$ cat src/hdl/spa_pkg.sv
package spa_pkg;

  localparam int OPW   = 2;
  localparam int LENW  = 13;
  localparam int SLOTW = 9;
  localparam int STW   = 2;
  localparam int OFFW  = 13;
  localparam int FREEW = 13;
  localparam int USEDW = 10;

  typedef enum logic [OPW-1:0] {
    OP_RESET  = 2'd0,
    OP_INSERT = 2'd1,
    OP_GET    = 2'd2,
    OP_DELETE = 2'd3
  } opcode_t;

  typedef enum logic [STW-1:0] {
    ST_OK      = 2'd0,
    ST_FULL    = 2'd1,
    ST_RANGE   = 2'd2,
    ST_DELETED = 2'd3
  } status_t;

  // controller to datapath
  typedef struct packed {
    logic load;    // capture request, start slot table read
    logic commit;  // evaluate, update page state, load result register
  } spa_cmd_t;

endpackage

$ cat src/hdl/spa_ctrl.sv
module spa_ctrl import spa_pkg::*; (
  input  logic     clk,
  input  logic     rst,
  input  logic     req_valid,
  output logic     req_ready,
  output logic     rsp_valid,
  input  logic     rsp_ready,
  output spa_cmd_t cmd
);

  typedef enum logic [1:0] {
    S_IDLE = 2'b01,
    S_EXEC = 2'b10
  } state_t;

  state_t state, state_next;
  logic   out_valid, out_valid_next;
  logic   out_free;

  assign req_ready = (state == S_IDLE);
  assign rsp_valid = out_valid;
  assign out_free  = !out_valid || rsp_ready;

  always_comb begin
    state_next     = state;
    cmd.load       = 1'b0;
    cmd.commit     = 1'b0;
    out_valid_next = out_valid && !rsp_ready;
    unique case (state)
      S_IDLE: begin
        if (req_valid) begin
          cmd.load   = 1'b1;
          state_next = S_EXEC;
        end
      end
      S_EXEC: begin
        // hold until the result register can take the new result
        if (out_free) begin
          cmd.commit     = 1'b1;
          out_valid_next = 1'b1;
          state_next     = S_IDLE;
        end
      end
      default: state_next = S_IDLE;
    endcase
  end

  always_ff @(posedge clk) begin
    if (rst) begin
      state     <= S_IDLE;
      out_valid <= 1'b0;
    end else begin
      state     <= state_next;
      out_valid <= out_valid_next;
    end
  end

endmodule

$ cat config.mk
export PLATFORM = sky130hd
export DESIGN_NAME = spa_ctrl
export DESIGN_NICKNAME = d
export VERILOG_FILES = /design/src/hdl/spa_pkg.sv /design/src/hdl/spa_ctrl.sv
export SDC_FILE = /design/constraint.sdc
export NUM_CORES = 1
export LEC_CHECK = 0
export ABC_AREA = 0
export BUFFER_PORTS_ARGS = -buffer_cell sky130_fd_sc_hd__buf_2
export CORE_AREA = 2 2 39 41
export CTS_CLUSTER_SIZE = 16
export DETAILED_ROUTE_END_ITERATION = 12
export DIE_AREA = 0 0 41 43
export PLACE_DENSITY = 0.33
export SLEW_MARGIN = 20
export SYNTH_ARGS = -nofsm -noshare
export SYNTH_HDL_FRONTEND = slang
export SYNTH_SLANG_ARGS = --single-unit
$ cat constraint.sdc
create_clock -name clk -period 0.8 [get_ports clk]
set_input_delay 0.16 -clock clk [delete_from_list [all_inputs] [get_ports clk]]
set_output_delay 0.16 -clock clk [all_outputs]
set_load 0.01 [all_outputs]
==> flow_metrics.py, run 1 <==
metrics = {
    "run_status": {
        "status": "finished with violations",
        "violations": "setup timing",
    },
    "yosys": {
        "ys_ff_latch": 3,
        "synth_common_cells": "dfxtp_1 (3), nand2b_1 (2), nor2b_1 (2)",
        "synth-edff-count": 0,
        "synth_compound_area_share_pct": 17.5,
        "synth_top_area_cell": "dfxtp_1",
        "synthCells": 12,
        "synth_most_common_cell": "dfxtp_1",
        "async_flop_share_pct": 0,
        "netlist_area_um2": 129,
        "seq_area_frac_synth_pct": 46.6,
        "synth_mux_area_share_pct": 0,
        "synth_top_family_by_area": "simple AND/OR/NAND/NOR gates",
        "ys.flop_type": "dfxtp_1",
        "ys_warn_count": 0,
        "synth_xor_area_share_pct": 0,
        "synth_top_cell_area_share_pct": 46.6,
        "synthAdderAreaFrac_pct": 0,
        "synth_fp_nets": 16,
        "synth-simple-area-share_pct": 35.9,
        "synth_area_leaders": "dfxtp_1 (47%), and4bb_2 (9.7%), nand2b_1 (9.7%)",
        "yosysUniqueCellTypes": 8,
        "syn_area_per_cell_um2": 10.7,
    },
    "worst_setup_path": {
        "crit_required_ps": 640,
        "crit_slowest_cell": "dfxtp_4",
        "worst_setup_path_start_kind": "flip-flop",
        "cp.arrival_ps": 950,
        "critPathCaptureType": "output port",
        "crit_chain": "and3b_2 > buf_6",
        "slowest_delay_ps": 350,
        "path_max_fanout": 4,
        "setup.worst_path.class": "reg -> out",
    },
    "drt": {
        "drt_pass1_iterations": 2,
        "drtIter0Drc": 1,
        "vias": 120,
        "finalWirelength_um": 308,
        "routed_via_density": 3.00,
        "ant_nets": 0,
        "wl_per_cell_um": 7.70,
        "drc": 0,
    },
    "sta": {
        "maxSlewViolCount": 0,
        "rsz0062_at_grt": "yes",
        "fmax_mhz": 899,
        "layout_setup_ws_ps": -312,
        "worst_clock_skew_ps": 1.69,
        "period_needed_ps": 1110,
        "hold_violations": 0,
        "setup_viol": 6,
        "hold_slack_ps": 108,
        "tightest_slew_ps": 103,
        "fin_crit_sh_pct": 139,
        "slew_headroom_pct": 93.1,
    },
    "pwr": {
        "p_leak_nw": 0.118,
        "ir_worst_vdd_mv": 0.721,
        "powerDensity_nw_per_um2": 1960,
    },
    "clock_network": {
        "path_clk_slew_ps": 40,
        "cts_setup_buffers": 0,
        "htree_levels": 1,
        "numCtsBuffers": 3,
        "cts_hold_buf": 0,
        "root_buffer": "clkbuf_4",
        "tritoncts": "yes",
        "clockBufferDepth": 2,
        "cts_sinks": 3,
        "clock_latency_ps": 230,
    },
    "die": {
        "core_area_um2": 1380,
        "die_w_um": 41,
        "die_y_um": 43,
        "ios": 8,
        "die-area_um2": 1760,
        "core.rowCount": 14,
        "start_util_pct": 9.31,
    },
    "final_layout": {
        "n_antenna_cell": 0,
        "drive_gt1_share_pct": 70.8,
        "finalNonFillerCells": 40,
        "areaGrowthSynthToFinish_pct": 90.3,
        "nets": 29,
    },
    "global_route": {
        "grt_usage_pct": 4.61,
        "grt_pass1_vias": 114,
        "antenna_found_initial": 0,
        "overflow": 0,
        "grt_pass1_wl_um": 455,
        "grt_max_degree": 5,
    },
    "placement": {
        "dp_cells": 36,
        "preCtsSetupSlack_ps": -76.8,
        "gp_congestion": 0.667,
        "portBuffers": 7,
    },
    "min_path": {
        "hold_path_class": "in -> reg",
    },
    "run": {
        "maxCapViolations": 0,
    },
}
-- what timing repair did --
action | CTS | global route
endpoints found under the hold margin | 0 | 0
pin swaps | 1 | 1
gates resized for setup | 4 | 1
setup endpoints to repair | 5 | 6
-- where the power goes --
group | internal, W | switching [W] | total (W)
registers | 0.000158 | 0.00000722 | 0.000165
logic | 0.0000348 | 0.0000217 | 0.0000564
clock network | 0.000186 | 0.0000725 | 0.000259
total | 0.000379 | 0.000101 | 0.000480
-- final timing paths --
kind | from | to | slack, ps | cells after the start
max | state[1] | cmd[1] | -310 | 2
min | rst | rsp_valid | 110 | 2
max reg2reg | state[1] | state[1] | -60 | 2
min reg2reg | state[1] | rsp_valid | 500 | 2
-- metrics by stage --
step                utilization, %  TNS [ps]  total power, W  cell area (µm²)
global placement              14.1      -159        0.000213              195
global route                  17.7     -1100        0.000521              245
floorplan                        -     -31.4        0.000190              133
detailed placement            14.1      -183        0.000213              195
CTS                           17.5      -915        0.000499              243
finish                        17.7      -866        0.000480              245
-- cell type report --
cell class | instances | area [µm²]
multi-input combinational | 9 | 77.6
sequential | 3 | 66.3
clock buffer | 4 | 26.3
timing repair buffer | 8 | 55.1
fill | 152 | 1140
tap | 16 | 20.0
-- cell usage in the layout (no fill, tap or decap), types with 2 or more instances in the layout --
cell type,count
dfxtp_2,2
nor2b_1,2
buf_2,5
buf_6,2
clkbuf_4,3
-- metal layers --
| layer | up-vias | wire, µm | share of wire, % | track usage, % |
|---|---|---|---|---|
| li1 | 68 | - | - | - |
| met1 | 45 | 171 | 56 | 5.75 |
| met2 | 7 | 95 | 31 | 2.81 |
| met3 | 0 | 40 | 13 | 5.24 |
| met4 | 0 | 0 | 0 | 6.00 |
| met5 | - | 0 | 0 | 0 |
-- state kept, by name, indices dropped and copies added (netlist names) --
register	cells
rsp_valid	1
state	2
-- worst max-delay path, delay by kind of cell, from the launching register on --
kind | cells | cell delay (ps)
buffers and inverters | 1 | 110
flip-flops | 1 | 350
AND/OR/NAND/NOR | 1 | 270
-- kinds of logic (layout without fill, tap and decap cells) --
logic type / Yosys count / count (layout)
AO/OA/AOI/OAI: 3 / 3
buffers and inverters: 0 / 12
flip-flops: 3 / 3
AND/OR/NAND/NOR: 6 / 6
No activity file was read; power rests on OpenSTA's default activity.
==> run 2, diff against run 1 <==
--- a/config.mk
+++ b/config.mk
@@ -11,6 +11,7 @@
 export CTS_CLUSTER_SIZE = 16
 export DETAILED_ROUTE_END_ITERATION = 12
 export DIE_AREA = 0 0 41 43
+export MAX_ROUTING_LAYER = met4
 export PLACE_DENSITY = 0.33
 export SLEW_MARGIN = 20
 export SYNTH_ARGS = -nofsm -noshare
==> run 2 against run 1 <==
The flow still finishes with violations (setup timing). Combinational power hardly changed. Sequential power is essentially flat. First-iteration DRC count did not move. Critical path depth stayed put. Final area stayed put. Critical path type unchanged.
==> flow_metrics.py, run 2 (same netlist as run 1, synthesis figures left out) <==
metrics = {
    "global_route": {
        "grt_max_degree": 5,
        "grt_pass1_wl_um": 455,
        "grt_pass1_vias": 115,
        "antenna_found_initial": 0,
        "grt_usage_pct": 4.72,
        "overflow": 0,
    },
    "sta": {
        "setup_viol": 6,
        "tightest_slew_ps": 103,
        "hold_violations": 0,
        "worst_clock_skew_ps": 0.461,
        "fin_crit_sh_pct": 139,
        "rsz0062_at_grt": "yes",
        "layout_setup_ws_ps": -313,
        "slew_headroom_pct": 93.1,
        "period_needed_ps": 1110,
        "fmax_mhz": 899,
        "maxSlewViolCount": 0,
    },
    "final_layout": {
        "n_antenna_cell": 0,
        "largest_reg_flops": 2,
        "nets": 29,
        "mostFrequentLayoutCell": "buf_2",
        "finalNonFillerCells": 40,
        "final_cell_mix": "buf_2 (5), clkbuf_4 (3), nor2b_1 (2), buf_6 (2), dfxtp_2 (2)",
        "top_register": "state",
        "drive_gt1_share_pct": 70.8,
        "multi_input_area_um2": 77.6,
        "areaGrowthSynthToFinish_pct": 90.3,
        "design_area_um2": 245,
        "seqCellArea_um2": 66.3,
        "fillCellCount": 152,
    },
    "worst_setup_path": {
        "cp.arrival_ps": 950,
        "critPathTopFamily": "flip-flops",
        "worst_setup_path_start_kind": "flip-flop",
        "critPathCaptureType": "output port",
        "crit_slowest_cell": "dfxtp_4",
        "slowest_delay_ps": 350,
        "path_max_fanout": 4,
        "worst-path-buf-inv": 1,
        "crit_required_ps": 640,
        "setup.worst_path.class": "reg -> out",
        "crit_chain": "and3b_2 > buf_6",
    },
    "die": {
        "start_util_pct": 9.31,
        "die_w_um": 41,
        "core_area_um2": 1380,
        "ios": 8,
        "core.rowCount": 14,
        "die-area_um2": 1760,
        "die_y_um": 43,
    },
    "drt": {
        "ant_nets": 0,
        "drt_pass1_iterations": 2,
        "routed_via_density": 2.98,
        "drc": 0,
        "finalWirelength_um": 312,
        "vias": 119,
        "wl_per_cell_um": 7.80,
        "drtIter0Drc": 1,
    },
    "run": {
        "maxCapViolations": 0,
    },
    "clock_network": {
        "clock_latency_ps": 230,
        "tritoncts": "yes",
        "path_clk_slew_ps": 40,
        "cts_hold_buf": 0,
        "cts_sinks": 3,
        "root_buffer": "clkbuf_4",
        "numCtsBuffers": 3,
        "cts_setup_buffers": 0,
        "clockBufferDepth": 2,
        "htree_levels": 1,
    },
    "placement": {
        "gp_congestion": 0.673,
        "preCtsSetupSlack_ps": -76.8,
        "portBuffers": 7,
        "dpl_cell_area_um2": 195,
        "dp_cells": 36,
    },
    "min_path": {
        "hold_path_class": "in -> reg",
    },
    "pwr": {
        "ir_worst_vdd_mv": 0.729,
        "powerDensity_nw_per_um2": 1970,
        "p_leak_nw": 0.118,
        "total_power_w": 0.000482,
    },
    "run_status": {
        "violations": "setup timing",
        "status": "finished with violations",
    },
}
## run 2: cell counts in the layout (fill, tap and decap cells not counted)
No cell type changed its count.
## run 2: repair_timing
action,in CTS,in global routing
setup endpoints to repair,5,6
pin swaps,1,1
hold endpoints to repair,0,0
gates resized for setup,4,1
## run 2: layout make-up
type                    instances  share of cell area [%]
repair buffers                  8                    22.4
well taps                      16                    8.16
flip-flops and latches          3                    27.0
clock buffers                   4                    10.7
multi-input cells               9                    31.6
## run 2: power by group
group	leakage, nW	internal [W]	switching [W]	total (W)
combinational	0.0775	0.0000348	0.0000216	0.0000563
clock	0.0150	0.000187	0.0000741	0.000261
sequential	0.0255	0.000158	0.00000722	0.000165
## run 2: worst paths after layout
path,from,slack [ps],end,cells after the start
worst max-delay path,state[1],-310,cmd[1],2
worst max register to register,state[1],-60,state[1],2
worst min register to register,state[1],500,rsp_valid,2
worst min-delay path,rst,110,rsp_valid,2
## run 2: metrics by stage
stage               util [%]  setup TNS (ps)  hold WS (ps)
floorplan                  -           -31.4           222
global placement        14.1            -159           338
detailed placement      14.1            -183           346
CTS                     17.5            -915          97.4
global route            17.7           -1100           106
finish                  17.7            -869           108
## run 2: routing by layer
layer	up-vias	wire length (µm)	GRT usage [%]	part of all wire [%]
met5	-	0	-	0
met4	0	0	6.00	0
met3	0	39	4.71	13
met2	7	93	2.81	30
met1	44	179	6.07	57
li1	68	-	-	-
